$ cat src/hdl/lcd_glass_char_segment_writer_assert.svh
// Assertion macros shared by the segment writer RTL.
`ifndef LCD_GLASS_CHAR_SEGMENT_WRITER_ASSERT_SVH
`define LCD_GLASS_CHAR_SEGMENT_WRITER_ASSERT_SVH

// Clocked check, off while reset is asserted.
`define LCDW_ASSERT(lbl, prop, msg) \
    lbl: assert property (@(posedge i_clk) disable iff (!i_rst_n) prop) else $error(msg);

// Clocked check that also runs through reset.
`define LCDW_ASSERT_ALWAYS(lbl, prop, msg) \
    lbl: assert property (@(posedge i_clk) prop) else $error(msg);

`endif

$ cat src/hdl/lcdw_pkg.sv
// Shared types, constants and character-to-segment tables for the segment writer.
package lcdw_pkg;

    localparam int MEM_BYTES_DEF = 22;
    localparam int SEG_BYTES     = 14;

    typedef enum logic [1:0] {
        ACT_CLEAR = 2'd0,
        ACT_WRITE = 2'd1,
        ACT_BARS  = 2'd2,
        ACT_READ  = 2'd3
    } t_action;

    // Per-byte update: new = (old & keep) | bits
    typedef struct packed {
        logic [7:0] keep;
        logic [7:0] bits;
    } t_rmw;

    localparam logic [7:0] CHAR_LC_A = 8'h61;
    localparam logic [7:0] CHAR_LC_Z = 8'h7A;
    localparam logic [7:0] CHAR_UC_A = 8'h41;
    localparam logic [7:0] CHAR_UC_Z = 8'h5A;
    localparam logic [7:0] CHAR_0    = 8'h30;
    localparam logic [7:0] CHAR_9    = 8'h39;
    localparam logic [7:0] CHAR_DASH = 8'h2D;
    localparam logic [7:0] CASE_GAP  = 8'h20;

    localparam logic [15:0] DASH_PAT = 16'hA000;

    localparam logic [15:0] LETTER_PAT [26] = '{
        16'hFE00, 16'h6711, 16'h1D00, 16'h4711, 16'h9D00, 16'h9C00, 16'h3F00,
        16'hFA00, 16'h0011, 16'h5300, 16'h9844, 16'h1900, 16'h5A42, 16'h5A06,
        16'h5F00, 16'hFC00, 16'h5F04, 16'hFC04, 16'hAF00, 16'h0411, 16'h5B00,
        16'h18C0, 16'h5A84, 16'h00C6, 16'h0052, 16'h05C0
    };

    localparam logic [15:0] DIGIT_PAT [10] = '{
        16'h5F00, 16'h4200, 16'hF500, 16'h6700, 16'hEA00,
        16'hAF00, 16'hBF00, 16'h0460, 16'hFF00, 16'hEF00
    };

    // Fold lower case, then look up letters, digits and dash; blank otherwise.
    function automatic logic [15:0] seg_pattern(input logic [7:0] ch);
        logic [7:0]  c;
        logic [15:0] pat;
        c = ch;
        if (c >= CHAR_LC_A && c <= CHAR_LC_Z) begin
            c = c - CASE_GAP;
        end
        if (c >= CHAR_UC_A && c <= CHAR_UC_Z) begin
            pat = LETTER_PAT[5'(c - CHAR_UC_A)];
        end else if (c >= CHAR_0 && c <= CHAR_9) begin
            pat = DIGIT_PAT[4'(c - CHAR_0)];
        end else if (c == CHAR_DASH) begin
            pat = DASH_PAT;
        end else begin
            pat = '0;
        end
        return pat;
    endfunction

endpackage

$ cat src/hdl/lcd_glass_char_segment_writer.sv
// Top level of the fourteen-segment LCD character writer with its display memory.
//
// Usage:
//   Slave channel (i_s_*) takes one command item per handshake. i_s_tuser
//   carries the action: clear memory, write character, set bars or read byte.
//   i_s_tdata carries char_code, position, bar_bits and byte_index.
//   Master channel (o_m_*) returns exactly one item per command: the memory
//   byte for a read, zero for every other action.
// Order: the input register loads at the accepting edge and the result
//   register loads when it is free or drained; o_m_tvalid rises with it.
//   The memory update of a command happens on the same edge that loads
//   its result.
// Throughput: one item per cycle while i_m_tready stays high; every command
//   is a single fixed read-modify-write on flop storage, so the input
//   register never waits on anything but the result register.
// Reset: i_rst_n low clears both pipeline registers and zeroes the whole
//   display memory at the same edge; no clearing sweep follows.
// Stall: while o_m_tvalid is high and i_m_tready low, the result register
//   holds, the input register holds its item, and o_s_tready drops once that
//   register is occupied.
module lcd_glass_char_segment_writer #(
    parameter int MEM_BYTES = lcdw_pkg::MEM_BYTES_DEF
) (
    input  logic       i_clk,
    input  logic       i_rst_n,
    input  logic       i_s_tvalid,
    output logic       o_s_tready,
    // [7:0] char_code, [10:8] position, [14:11] bar_bits, [19:15] byte_index
    input  logic [23:0] i_s_tdata,
    // [1:0] action
    input  logic [1:0]  i_s_tuser,
    output logic        o_m_tvalid,
    input  logic        i_m_tready,
    // [7:0] read_data
    output logic [7:0]  o_m_tdata
);
    import lcdw_pkg::*;

    `include "lcd_glass_char_segment_writer_assert.svh"

    localparam int IDX_W = $clog2(MEM_BYTES);

    // Input register
    logic       r_s1_valid;
    t_action    r_s1_action;
    logic [7:0] r_s1_char;
    logic [2:0] r_s1_pos;
    logic [3:0] r_s1_bars;
    logic [4:0] r_s1_idx;

    // Result register
    logic       r_out_valid;
    logic [7:0] r_out_data;
    logic [7:0] n_out_data;

    // Display memory, flops so the fixed byte positions update in parallel
    logic [7:0] r_mem [MEM_BYTES];

    logic w_adv;
    logic w_take;
    t_rmw [SEG_BYTES-1:0] w_rmw;

    // Result register can load when empty or being drained this cycle.
    assign w_adv      = !r_out_valid || i_m_tready;
    assign w_take     = r_s1_valid && w_adv;
    assign o_s_tready = !r_s1_valid || w_adv;

    lcdw_seg_map u_seg_map (
        .i_action    (r_s1_action),
        .i_char_code (r_s1_char),
        .i_position  (r_s1_pos),
        .i_bar_bits  (r_s1_bars),
        .o_rmw       (w_rmw)
    );

    // Read sees every earlier command, since updates land in command order.
    always_comb begin
        n_out_data = '0;
        if (r_s1_action == ACT_READ && {1'b0, r_s1_idx} < 6'(MEM_BYTES)) begin
            n_out_data = r_mem[r_s1_idx[IDX_W-1:0]];
        end
    end

    // Control: advance items through input and result registers.
    always_ff @(posedge i_clk) begin
        if (!i_rst_n) begin
            r_s1_valid  <= 1'b0;
            r_out_valid <= 1'b0;
        end else begin
            if (o_s_tready) begin
                r_s1_valid <= i_s_tvalid;
            end
            if (w_adv) begin
                r_out_valid <= r_s1_valid;
            end
        end
    end

    // Payload: capture new item, load result.
    always_ff @(posedge i_clk) begin
        if (i_s_tvalid && o_s_tready) begin
            r_s1_action <= t_action'(i_s_tuser);
            r_s1_char   <= i_s_tdata[7:0];
            r_s1_pos    <= i_s_tdata[10:8];
            r_s1_bars   <= i_s_tdata[14:11];
            r_s1_idx    <= i_s_tdata[19:15];
        end
        if (w_take) begin
            r_out_data <= n_out_data;
        end
    end

    // Display memory: zero on reset or clear, merge fixed masks on write or bars.
    always_ff @(posedge i_clk) begin
        if (!i_rst_n) begin
            for (int i = 0; i < MEM_BYTES; i++) begin
                r_mem[i] <= '0;
            end
        end else if (w_take) begin
            unique case (r_s1_action) inside
                ACT_CLEAR: begin
                    for (int i = 0; i < MEM_BYTES; i++) begin
                        r_mem[i] <= '0;
                    end
                end
                ACT_WRITE, ACT_BARS: begin
                    for (int i = 0; i < SEG_BYTES; i++) begin
                        r_mem[i] <= (r_mem[i] & w_rmw[i].keep) | w_rmw[i].bits;
                    end
                end
                default: begin
                    // read leaves memory untouched
                end
            endcase
        end
    end

    assign o_m_tvalid = r_out_valid;
    assign o_m_tdata  = r_out_data;

    `LCDW_ASSERT_ALWAYS(a_reset_empties, !i_rst_n |=> (!r_s1_valid && !r_out_valid), "pipeline not empty after reset")
    `LCDW_ASSERT(a_nonread_zero, (w_take && r_s1_action != ACT_READ) |=> (r_out_data == 8'h00), "non-read item returned nonzero data")
    `LCDW_ASSERT(a_clear_zeroes, (w_take && r_s1_action == ACT_CLEAR) |=> (r_mem[0] == 8'h00 && r_mem[MEM_BYTES-1] == 8'h00), "clear left memory bytes set")
    `LCDW_ASSERT(a_s1_holds, (r_s1_valid && !w_adv) |=> (r_s1_valid && $stable(r_s1_idx) && $stable(r_s1_char)), "input register lost item during stall")

endmodule

$ cat src/hdl/lcdw_seg_map.sv
// Maps one write or bar item to per-byte keep/set masks for the segment bytes.
module lcdw_seg_map (
    input  lcdw_pkg::t_action                       i_action,
    input  logic [7:0]                              i_char_code,
    input  logic [2:0]                              i_position,
    input  logic [3:0]                              i_bar_bits,
    output lcdw_pkg::t_rmw [lcdw_pkg::SEG_BYTES-1:0] o_rmw
);
    import lcdw_pkg::*;

    function automatic t_rmw mrg(input t_rmw cur, input logic [7:0] keep,
                                 input logic [7:0] bits);
        t_rmw r;
        r.keep = cur.keep & keep;
        r.bits = cur.bits | bits;
        return r;
    endfunction

    logic [15:0] w_pat;
    logic [7:0]  a, b, c, d;

    assign w_pat = seg_pattern(i_char_code);
    assign a = {4'b0, w_pat[15:12]};
    assign b = {4'b0, w_pat[11:8]};
    assign c = {4'b0, w_pat[7:4]};
    assign d = {4'b0, w_pat[3:0]};

    always_comb begin
        for (int i = 0; i < SEG_BYTES; i++) begin
            o_rmw[i].keep = 8'hFF;
            o_rmw[i].bits = 8'h00;
        end
        unique case (i_action)
            ACT_WRITE: begin
                case (i_position)
                    3'd0: begin
                        o_rmw[0]  = mrg(o_rmw[0],  8'hFC, a & 8'h03);
                        o_rmw[2]  = mrg(o_rmw[2],  8'h3F, (a << 4) & 8'hC0);
                        o_rmw[3]  = mrg(o_rmw[3],  8'hCF, (b << 4) & 8'h30);
                        o_rmw[6]  = mrg(o_rmw[6],  8'hF3, b & 8'h0C);
                        o_rmw[7]  = mrg(o_rmw[7],  8'hFC, c & 8'h03);
                        o_rmw[9]  = mrg(o_rmw[9],  8'h3F, (c << 4) & 8'hC0);
                        o_rmw[10] = mrg(o_rmw[10], 8'hCF, (d << 2) & 8'h30);
                        o_rmw[13] = mrg(o_rmw[13], 8'hF3, (d << 2) & 8'h0C);
                    end
                    3'd1: begin
                        o_rmw[0]  = mrg(o_rmw[0],  8'hF3, (a << 2) & 8'h0C);
                        o_rmw[2]  = mrg(o_rmw[2],  8'hCF, (a << 2) & 8'h30);
                        o_rmw[3]  = mrg(o_rmw[3],  8'h3F, (b << 6) & 8'hC0);
                        o_rmw[6]  = mrg(o_rmw[6],  8'hFC, (b >> 2) & 8'h03);
                        o_rmw[7]  = mrg(o_rmw[7],  8'hF3, (c << 2) & 8'h0C);
                        o_rmw[9]  = mrg(o_rmw[9],  8'hCF, (c << 2) & 8'h30);
                        o_rmw[10] = mrg(o_rmw[10], 8'h3F, (d << 4) & 8'hC0);
                        o_rmw[13] = mrg(o_rmw[13], 8'hFC, d & 8'h03);
                    end
                    3'd2: begin
                        o_rmw[0]  = mrg(o_rmw[0],  8'hCF, (a << 4) & 8'h30);
                        o_rmw[2]  = mrg(o_rmw[2],  8'hF3, a & 8'h0C);
                        o_rmw[4]  = mrg(o_rmw[4],  8'hFC, b & 8'h03);
                        o_rmw[5]  = mrg(o_rmw[5],  8'h3F, (b << 4) & 8'hC0);
                        o_rmw[7]  = mrg(o_rmw[7],  8'hCF, (c << 4) & 8'h30);
                        o_rmw[9]  = mrg(o_rmw[9],  8'hF3, c & 8'h0C);
                        o_rmw[11] = mrg(o_rmw[11], 8'hFC, (d >> 2) & 8'h03);
                        o_rmw[12] = mrg(o_rmw[12], 8'h3F, (d << 6) & 8'hC0);
                    end
                    3'd3: begin
                        o_rmw[0]  = mrg(o_rmw[0],  8'h3F, (a << 6) & 8'hC0);
                        o_rmw[2]  = mrg(o_rmw[2],  8'hFC, (a >> 2) & 8'h03);
                        o_rmw[4]  = mrg(o_rmw[4],  8'hF3, (b << 2) & 8'h0C);
                        o_rmw[5]  = mrg(o_rmw[5],  8'hCF, (b << 2) & 8'h30);
                        o_rmw[7]  = mrg(o_rmw[7],  8'h3F, (c << 6) & 8'hC0);
                        o_rmw[9]  = mrg(o_rmw[9],  8'hFC, (c >> 2) & 8'h03);
                        o_rmw[11] = mrg(o_rmw[11], 8'hF3, d & 8'h0C);
                        o_rmw[12] = mrg(o_rmw[12], 8'hCF, (d << 4) & 8'h30);
                    end
                    3'd4: begin
                        o_rmw[1]  = mrg(o_rmw[1],  8'hFC, a & 8'h03);
                        o_rmw[1]  = mrg(o_rmw[1],  8'h3F, (a << 4) & 8'hC0);
                        o_rmw[4]  = mrg(o_rmw[4],  8'hCF, (b << 4) & 8'h30);
                        o_rmw[5]  = mrg(o_rmw[5],  8'hF3, b & 8'h0C);
                        o_rmw[8]  = mrg(o_rmw[8],  8'hFE, c & 8'h01);
                        o_rmw[8]  = mrg(o_rmw[8],  8'h3F, (c << 4) & 8'hC0);
                        o_rmw[11] = mrg(o_rmw[11], 8'hEF, (d << 2) & 8'h10);
                        o_rmw[12] = mrg(o_rmw[12], 8'hF3, (d << 2) & 8'h0C);
                    end
                    3'd5: begin
                        o_rmw[1]  = mrg(o_rmw[1],  8'hF3, (a << 2) & 8'h0C);
                        o_rmw[1]  = mrg(o_rmw[1],  8'hCF, (a << 2) & 8'h30);
                        o_rmw[4]  = mrg(o_rmw[4],  8'h3F, (b << 6) & 8'hC0);
                        o_rmw[5]  = mrg(o_rmw[5],  8'hFC, (b >> 2) & 8'h03);
                        o_rmw[8]  = mrg(o_rmw[8],  8'hFB, (c << 2) & 8'h04);
                        o_rmw[8]  = mrg(o_rmw[8],  8'hCF, (c << 2) & 8'h30);
                        o_rmw[11] = mrg(o_rmw[11], 8'hBF, (d << 4) & 8'h40);
                        o_rmw[12] = mrg(o_rmw[12], 8'hFC, d & 8'h03);
                    end
                    default: begin
                        // upper positions have no glass: leave memory alone
                    end
                endcase
            end
            ACT_BARS: begin
                o_rmw[11].keep = 8'h5F;
                o_rmw[11].bits = {i_bar_bits[0], 1'b0, i_bar_bits[2], 5'b0};
                o_rmw[8].keep  = 8'hF5;
                o_rmw[8].bits  = {4'b0, i_bar_bits[1], 1'b0, i_bar_bits[3], 1'b0};
            end
            default: begin
                // clear and read are handled by the caller
            end
        endcase
    end

endmodule
$ cat config.mk
export PLATFORM = sky130hd
export DESIGN_NAME = lcd_glass_char_segment_writer
export DESIGN_NICKNAME = d
export VERILOG_FILES = /design/src/hdl/lcdw_pkg.sv /design/src/hdl/lcd_glass_char_segment_writer.sv /design/src/hdl/lcdw_seg_map.sv
export VERILOG_INCLUDE_DIRS = /design/src /design/src/hdl
export SDC_FILE = /design/constraint.sdc
export NUM_CORES = 1
export LEC_CHECK = 0
export ABC_AREA = 0
export BUFFER_PORTS_ARGS = -buffer_cell sky130_fd_sc_hd__buf_4
export CORE_UTILIZATION = 40
export DETAILED_ROUTE_END_ITERATION = 16
export PLACE_DENSITY = 0.53
export SLEW_MARGIN = 10
export SYNTH_ARGS = -nofsm -noshare
export SYNTH_HDL_FRONTEND = slang
export SYNTH_HIERARCHICAL = 1
export SYNTH_SLANG_ARGS = --single-unit
$ cat constraint.sdc
create_clock -name i_clk -period 8.35 [get_ports i_clk]
set_clock_uncertainty 0.05 [all_clocks]
set_input_delay 0.4175 -clock i_clk [delete_from_list [all_inputs] [get_ports i_clk]]
set_output_delay 0.4175 -clock i_clk [all_outputs]
set_load 0.01 [all_outputs]
==> results.md, run 1 <==
- Worst path slowest cell: edfxtp_1
- CTS tree: yes
- F_max: around 0.21 GHz
- Post-Syn Area: 9270 sq um
- Vias/cell: 5.53
- Crit-path cells: inv_1, ha_1, ha_1, clkinv_1, ha_1, mux2_2, o22ai_1, a2bb2oi_1, nor2_1, a21oi_1, nor2_1
- # fillers: 2216
- 1st-iter DRT viols: approximately 570
- IO Pins: 40
- Worst setup path end: r_mem[0][7]
- P per Cell Area: 200 nW/um^2
- Hold path cells: 1
- Vias in the first global route: 6177
- Worst r2r path cells: 11
- Ys flop type: edfxtp_1
- Total CTS buffers: 17
- Final Max Tran Viols: 0
- Met3 Use GR: 0.0319
- Fin. Hold Viols: 0
- Setup ws final: ~3.5 ns
- Largest net degree at the start of global routing: 61
- Layout cells sized above 1: 0.111
- Static Leak: 0.00337 uW
- Initial antenna violation count: 0
- Full die area: 23800 sq um
- P&R area growth vs syn: 3.39%
- Kind of critical path: flip-flop to flip-flop
- Startpoint Class: flip-flop
- CP Launch Point: r_s1_char[0]
- RSZ-0062 raised after global routing: false
- GRT met1 Usage: 0.291
- Worst Min Path Start: i_s_tdata[18]
- Avg Inst Size Synth: 9.71 sq um
- Critical path depth: 11
- First-pass GRT wire length: around 37000 um
- Antenna Nets Post-Route: 0
- Critical Path AT: 4.94 ns
- CTS root buf: clkbuf_16
- Register area share after synthesis: 0.464
- Detailed-route DRC error count: 0
- Final Instance Area: around 9600 sq um
- Vias: 6570
- Setup TNS: 0 ns
- CP max FO: 20
- Worst r2r dst: r_mem[0][7]
- Final Setup Violations: 0
- VDD IR max: 0.000133 V
- Setup WS pre-CTS: 3.61 ns
- Buffer depth of the longest clock path: 2
- Rel. slew slack: 0.300
- Pre-antenna DRT Iters: 5
- Clock sink count: 144
- Routed WL: 23600 um
- Routed WL per cell: a little under 20 um
- GRT busiest layer: met2
- Period utilisation layout: 0.580
- Hold buffer count at CTS: 0
- Critical path capture point type: flip-flop
- Core box area: 22700 sq um
- Post-synth EDFFs: 142
- R2R Setup Slk: 3.51 ns
- Nets: 943
- Post-CTS sizing: 0
- H-tree Lvls: 4
- Max Cap Viol: 0
- Asr flop ratio synth: 0
- Top delay family on crit path: adder cells
- Grt total ovfl: 0
- Port Buffers: 35
- Worst-Margin Slew: 1.05 ns
- Worst r2r src: r_s1_char[0]
- Post-Route Utilization: 0.422
- Crit path top cell by count: ha_1
- Worst-Skew Late Latency: 0.42 ns
- Reg clk slew, reported paths: 0.06 ns
- Met2 usage: 0.314
- Antenna cells: 0
- Height of the chip: roughly 150 um
- Seq cells post-synth: 144
- FP Rows: 55
- Clock period minus worst slack: between 4 and 5 ns
- Placer Congestion: about 0.87
- Post-Synthesis Cells: 955
- Initial Util: 0.408
- Critical Path Max Stage Delay: 0.81 ns
- Die width: 154 um
- Worst Path Buf+Inv: 2
- Worst min path class: input port to flip-flop
- Yosys cell types: 76
- CP Data Required Time: 8.45 ns
- Area of placed instances: 8970 sq um
- Status: completed
- Detail Placement HPWL: 15700 um
- Ys Warns: 6
- Setup Fix Bufs, Post-CTS: 0
- Total global-route track usage: 0.204
## where the power goes
| group | internal, uW | total [uW] | switching [uW] |
|---|---|---|---|
| sequential | 843 | 876 | 32.6 |
| combinational | 83.9 | 228 | 144 |
| clock | 501 | 813 | 312 |
| total | 1430 | 1920 | 489 |
## flip-flops by register name, indices dropped and copies added, names as in the netlist
signal       cells
r_s1_bars        4
r_mem          112
r_s1_valid       1
r_s1_idx         5
r_s1_action      2
o_m_tdata        8
o_m_tvalid       1
r_s1_pos         3
r_s1_char        8
## cell usage in the layout (no fill, tap or decap), drive strengths merged, types with 4 or more instances in the layout
cell type  Yosys  final
nor2b         10     10
edfxtp       142    142
a21oi        129    129
and2           6      6
or3            7      7
xnor2          5      5
mux4          16     16
buf          142     41
nor3          31     31
conb           2     36
clkbuf        16     19
nand4          4      4
inv           21     22
clkinv         1      6
nand2         43     43
nand3         13     13
or2            6      6
nand3b         4      4
bufinv         0      4
o22ai         17     17
nand2b        14     14
mux2i         24     24
o221ai         4      4
ha            22     22
o21a           4      4
o21ai         15     15
nor2         202    202
## cell usage after synthesis, types with 6 or more instances
cell / count / area [sq um]
o21ai_0: 15 / 75.1
nand2_1: 42 / 158
or3_1: 7 / 43.8
inv_1: 20 / 75.1
buf_4: 116 / 871
edfxtp_1: 142 / 4260
nand2b_1: 14 / 87.6
nor2_1: 202 / 758
a21oi_1: 129 / 646
ha_1: 22 / 275
mux2i_1: 24 / 240
and2_1: 6 / 37.5
buf_2: 18 / 90.1
nor2b_1: 9 / 56.3
clkbuf_1: 15 / 56.3
nand3_1: 13 / 65.1
nor3_1: 29 / 145
o22ai_1: 16 / 100
mux4_2: 15 / 338
## how the worst min path moves through the flow
stage	end	slack, ns
finish	r_s1_idx[3]	0.11
global placement	o_m_tvalid	0.44
detailed placement	o_m_tvalid	0.45
floorplan	o_m_tvalid	0.43
global route	r_s1_idx[0]	0.10
CTS	r_s1_idx[3]	0.1
## per-layer routing
layer | vias to the layer above | share of wire
met5 | - | 0
li1 | 3135 | -
met1 | 3180 | 0.47
met3 | 33 | 0.061
met2 | 222 | 0.45
met4 | 0 | 0.021
## stage by stage
stage,power [uW],hold slack [ns],std cells
detailed placement,1120,0.448,1157
floorplan,1080,0.426,989
CTS,1930,0.0995,1189
finish,1920,0.113,1189
global route,1980,0.102,1189
global placement,1120,0.444,1157
## cell type report
| type | count | area (sq um) | share of cell area |
|---|---|---|---|
| sequential | 144 | 4300 | 0.449 |
| clock buffer | 19 | 433 | 0.0452 |
| multi-input combinational | 665 | 3920 | 0.408 |
| clock inverter | 13 | 186 | 0.0194 |
| tap | 285 | 357 | 0.0372 |
| inverter | 22 | 82.6 | 0.00862 |
| timing repair buffer | 41 | 308 | 0.0321 |
## logic make-up (layout without fill, tap and decap cells)
group,count (synthesis),after routing,synth area share
AO/OA/AOI/OAI,206,206,0.132
XOR/XNOR,6,6,0.00567
adder cells (fa/ha/maj),22,22,0.0297
buffers and inverters,180,95,0.129
flip-flops,144,144,0.464
multiplexers,42,42,0.0676
other,2,36,0.000810
AND/OR/NAND/NOR,353,353,0.171
Power figures use the tool's default switching activity.
==> run 2, diff against run 1 <==
Clock period 8.35 ns to 4.7 ns, I/O delays scaled along.
==> run 2 against run 1 <==
  * Fmax rose by 29%
  * Final cell count is 3.2% higher
  * Sequential share of layout area down 1.6 points
  * Register-to-register slack got worse by 2.6 ns
  * Global-route usage grew 0.35 points
  * Combinational power grew 91%
  * Clock-buffer cell count is the same
  * Non-clock buffer count increased by 38
  * Hold slack worse by 0.088 ns
  * Critical path depth rose by 1
  * Largest cell class unchanged
  * Highest routed layer unchanged
==> results.md, run 2 (synthesis gave the netlist of run 1 again) <==
- Critical path capture point type: flip-flop
- VDD IR max: 0.000246 V
- P&R area growth vs syn: 7.29%
- Layout cells sized above 1: 0.120
- Flip-flop count of the largest register after layout: 112
- Met2 usage: 0.323
- Area of the multi-input gates: between 3000 and 4000 sq um
- Detailed-route DRC error count: 0
- Most frequent cells in the layout: nor2_1, edfxtp_1, a21oi_1
- First-pass GRT wire length: 37200 um
- H-tree Lvls: 4
- # fillers: 2211
- Sequential cell area: 4300 sq um
- Non-filler cells in the finished layout: approximately 1200
- Worst min path class: input port to flip-flop
- Reg with most FFs: r_mem
- Initial antenna violation count: 0
- Buffer depth of the longest clock path: 2
- F_max: 0.267 GHz
- CP max FO: 18
- Status: completed
- Worst-Skew Late Latency: approximately 0.43 ns
- Nets: between 900 and 1000
- Kind of critical path: flip-flop to flip-flop
- Fin. Hold Viols: 0
- Vias in the first global route: approximately 6400
- Die width: 154 um
- Routed WL per cell: 19.5 um
- P per Cell Area: 348 nW/um^2
- Port Buffers: 35
- Placer Congestion: 0.852
- Final Max Tran Viols: 0
- Met3 Use GR: 0.0328
- FP Rows: 55
- Grt total ovfl: 0
- Worst Min Path Start: i_rst_n
- RSZ-0062 raised after global routing: false
- Largest net degree at the start of global routing: 64
- Worst r2r src: r_s1_char[1]
- Final Setup Violations: 0
- Static Leak: 0.00355 uW
- Antenna Nets Post-Route: 0
- Period utilisation layout: 0.798
- Detail Placement HPWL: 16100 um
- Core box area: 22700 sq um
- Setup Fix Bufs, Post-CTS: 0
- Clock period minus worst slack: 3.75 ns
- Rel. slew slack: 0.225
- CTS tree: yes
- Max Cap Viol: 0
- Pre-antenna DRT Iters: 5
- Post-placement cell count: 1172
- Worst-Margin Slew: 1.16 ns
- Total CTS buffers: 17
- CP Data Required Time: 4.79 ns
- Reg clk slew, reported paths: 0.07 ns
- Initial Util: 0.408
- Startpoint Class: flip-flop
- GRT busiest layer: met2
- 1st-iter DRT viols: 641
- Setup TNS: 0 ns
- IO Pins: 40
- Vias/cell: 5.44
- Most common cell after layout, fill and taps aside: nor2_1
- Antenna cells: 0
- Height of the chip: roughly 150 um
- Clock sink count: 144
- Full die area: 23800 sq um
- Vias: between 6000 and 7000
- Post-CTS sizing: 0
- GRT met1 Usage: 0.295
- Critical Path AT: 3.84 ns
- Total global-route track usage: 0.208
- CTS root buf: clkbuf_16
- Routed WL: 23900 um
- CP Launch Point: r_s1_char[1]
- Post-Route Utilization: 0.438
## run 2: cell types whose count changed in the layout (fill, tap and decap cells not counted)
cell / change
dlygate4sd3_1: +23
buf_4: +14
clkinv_1: +2
clkinv_2: +2
clkinv_4: -2
clkinvlp_4: -2
buf_12: +1
bufinv_16: +1
inv_6: -1
## run 2: worst paths after layout
check	to	slack (ns)	depth (start not counted)
worst min register to register	o_m_tvalid	0.46	1
worst max-delay path	r_mem[8][2]	0.95	12
worst max register to register	r_mem[8][2]	0.95	12
worst min-delay path	o_m_tvalid	0.02	2
## run 2: layout make-up
class | instances | share of cell area
well taps | 285 | 0.0358
flip-flops and latches | 144 | 0.433
inverters | 22 | 0.00830
multi-input cells | 665 | 0.394
clock inverters | 13 | 0.0194
clock buffers | 19 | 0.0435
repair buffers | 79 | 0.0667
## run 2: metal layers
| metal | part of all wire | wire length, um |
|---|---|---|
| met1 | 0.48 | 11500 |
| met2 | 0.45 | 10900 |
| met3 | 0.044 | 1040 |
| met4 | 0.018 | 441 |
| met5 | 0 | 0 |
## run 2: worst max-delay path, stage by stage, from the launching register on
cell and delay (ns):
edfxtp_1 0.36, buf_4 0.19, inv_1 0.21, ha_1 0.47
nor3b_1 0.30, xnor2_1 0.15, buf_4 0.23, a211oi_1 0.07
a41oi_1 0.63, a21o_1 0.50, nor4b_2 0.10, a21oi_1 0.13
nor2_1 0.05
## run 2: metrics by stage
step,setup slack (ns),hold WS (ns),total power [uW],area (sq um)
final,0.951,0.0245,3460,9950
after global placement,1.02,0.364,2000,9090
after floorplan,0.847,0.284,1910,9400
after CTS,0.970,0.0137,3490,9950
after global routing,0.612,0.0273,3580,9950
after detailed placement,1.01,0.364,2000,9090
## run 2: what timing repair did
action,in CTS,in global routing
setup endpoints to repair,0,0
hold buffers,23,0
endpoints found under the hold margin,23,0
## run 2: power by group
part | switching (uW) | internal [uW]
Clock | 533 | 934
Sequential | 57.6 | 1500
Combinational | 263 | 174
==> run 3, diff against run 2 <==
Settings changed: ABC_AREA 0 to 1, PLACE_DENSITY 0.53 to 0.55.
Clock period 4.7 ns to 3.43 ns, I/O delays scaled along.
==> run 3 against run 2 <==
  * Sequential cell count stayed put
  * Combinational power is 58% higher
  * Worst setup slack worse by 0.47 ns
  * Hold slack better by 0.35 ns
  * Via count is 19% higher
  * Design area up 8.1%
  * Critical path depth unchanged
  * Core utilization up 0.15 points
  * Fmax increased by 27%
  * Wire length rose by 11%
  * Largest power group unchanged
==> results.md, run 3 <==
- CP Data Required Time: 3.65 ns
- Placer Congestion: 0.851
- Vias in the first global route: around 7600
- Yosys cell types: 35
- Final Max Tran Viols: 0
- Post-Synthesis Cells: 1248
- Worst r2r dst: r_mem[2][2]
- Most frequent cells in the layout: nand2_1, a21oi_1, edfxtp_1
- Reg clk slew, reported paths: 0.06 ns
- Seq cells post-synth: 144
- Critical path depth: 12
- Grt total ovfl: 0
- Setup TNS: 0 ns
- Total global-route track usage: 0.216
- Worst path slowest cell: edfxtp_1
- Antenna cells: 0
- CTS root buf: clkbuf_16
- Worst-Skew Late Latency: 0.44 ns
- Full die area: 25800 sq um
- VDD IR max: 0.000301 V
- P per Cell Area: between 400 and 500 nW/um^2
- Crit-path cells: inv_2, ha_1, ha_1, buf_4, nor2_1, nor2_1, inv_1, o31ai_1, nand2_1, a21oi_1, a21oi_1, nor2_1
- Critical path capture point type: flip-flop
- Worst r2r src: r_s1_char[0]
- Clock network fraction of design power: 0.416
- Worst min path class: input port to flip-flop
- Int Power: 3490 uW
- Net Switching: 1320 uW
- Pre-antenna DRT Iters: 5
- Critical Path Max Stage Delay: 0.37 ns
- Register area share after synthesis: 0.428
- Avg Inst Size Synth: 8.06 sq um
- Static Leak: 0.00429 uW
- Yosys top cell area share: 0.424
- Most common cell after layout, fill and taps aside: nand2_1
- Ys Warns: 6
- Ys flop type: edfxtp_1
- Sw Share: 0.274
- Period utilisation layout: 0.859
- Die width: 161 um
- Initial antenna violation count: 0
- Worst Path Buf+Inv: 3
- CP max FO: 13
- Reg with most FFs: r_mem
- Height of the chip: 161 um
- Post-placement cell count: about 1500
- Non-filler cells in the finished layout: 1560
- P&R area growth vs syn: 6.93%
- Count leader, synth: nand2_1
- Detail Placement HPWL: 18000 um
- Comb power frac: 0.143
- H-tree Lvls: 4
- Post-Syn Area: just over 10000 sq um
- Status: completed
- Fin. Hold Viols: 0
- Vias/cell: between 5 and 6
- Worst setup path end: r_mem[2][2]
- Worst r2r path cells: 12
- Setup Fix Bufs, Post-CTS: 0
- Register share of total power: 0.441
- Asr flop ratio synth: 0
- Critical Path AT: 3.17 ns
- Buffer depth of the longest clock path: 2
- Port Buffers: 35
- Core box area: ~24000 sq um
- Clock period minus worst slack: 2.95 ns
- CTS tree: yes
- Final total power: 4810 uW
- 1st-iter DRT viols: 670
- Detailed-route DRC error count: 0
- Final Setup Violations: 0
- Layout cells sized above 1: 0.166
- R2R Setup Slk: 0.48 ns
- Routed WL per cell: 17.1 um
- Crit path top cell by count: nor2_1
- Total CTS buffers: 17
- Top delay family on crit path: simple AND/OR/NAND/NOR gates
- Clock sink count: 144
- Rel. slew slack: 0.261
- Cell taking the most area after synthesis: edfxtp_1
- Max Cap Viol: 0
- First-pass GRT wire length: roughly 43000 um
- Post-synth EDFFs: 142
- F_max: 0.339 GHz
- IO Pins: 40
- Post-CTS sizing: 0
- Hold buffer count at CTS: 26
- Routed WL: 26600 um
- Largest net degree at the start of global routing: 63
- Area contributors post-synth: edfxtp_1, nand2_1, buf_4, a21oi_1, nor2_2
- Startpoint Class: flip-flop
- CP Launch Point: r_s1_char[0]
- Nets: 1275
- Commonest cells post-synth: nand2_1, a21oi_1, edfxtp_1
- Initial Util: 0.411
- RSZ-0062 raised after global routing: false
- Flip-flop count of the largest register after layout: 112
- Vias: 7923
- Kind of critical path: flip-flop to flip-flop
- Antenna Nets Post-Route: 0
- FP Rows: 57
- Worst-Margin Slew: 1.11 ns
-- run 3: worst min path at each step --
stage,cells past startpoint,endpoint,slack [ns],from
6_report,2,r_mem[10][7],0.37,i_rst_n
5_1_grt,2,r_s1_idx[0],0.39,i_s_tdata[15]
4_1_cts,2,r_s1_char[6],0.39,i_s_tdata[6]
3_5_place_dp,1,r_s1_char[5],0.30,i_s_tdata[5]
3_3_place_gp,1,r_s1_char[0],0.30,i_s_tdata[0]
2_1_floorplan,0,r_s1_action[0],0.22,i_s_tuser[0]
-- run 3: routing by layer --
layer,track usage,vias to the layer above,wire length [um]
met5,0,-,0
met4,0.0675,0,454
met3,0.0302,31,1480
met2,0.336,232,12000
met1,0.310,3755,12600
li1,-,3905,-
-- run 3: kinds of logic after synthesis --
logic type	share of synthesized area
compound gates	0.107
fa+ha+maj	0.0274
buf+inv	0.158
other cells	0.000747
simple gates	0.279
flops	0.428
-- run 3: final cells by class --
| type | instances | area, sq um |
|---|---|---|
| Tap cell | 324 | 405 |
| Sequential cell | 144 | 4300 |
| Timing Repair Buffer | 75 | 678 |
| Clock buffer | 18 | 429 |
| Fill cell | 2482 | 13700 |
| Inverter | 116 | 440 |
| Multi-Input combinational cell | 869 | 4310 |
| Clock inverter | 14 | 189 |
-- run 3: metrics by stage --
stage / setup slack (ns) / cell area (sq um) / hold slack, ns / utilization
after floorplan: 0.634 / 10200 / 0.220 / -
after global placement: 0.529 / 9870 / 0.300 / 0.404
after detailed placement: 0.505 / 9870 / 0.301 / 0.404
after CTS: 0.487 / 10800 / 0.385 / 0.440
after global routing: 0.236 / 10800 / 0.390 / 0.440
final: 0.483 / 10800 / 0.375 / 0.440
-- run 3: worst reg2reg max path: stages, from the launching register on --
cell and delay [ns]:
edfxtp_1 0.37, inv_2 0.09, ha_1 0.29, ha_1 0.33, buf_4 0.19, nor2_1 0.06
nor2_1 0.18, inv_1 0.11, o31ai_1 0.37, nand2_1 0.34, a21oi_1 0.24, a21oi_1 0.06
nor2_1 0.11
-- run 3: power groups by stage --
stage               registers (uW)  logic, uW  clock network [uW]
detailed placement            2160        660                   0
floorplan                     2140        553                   0
global route                  2140        770                2100
finish                        2120        688                2000
CTS                           2120        687                2030
global placement              2160        660                   0
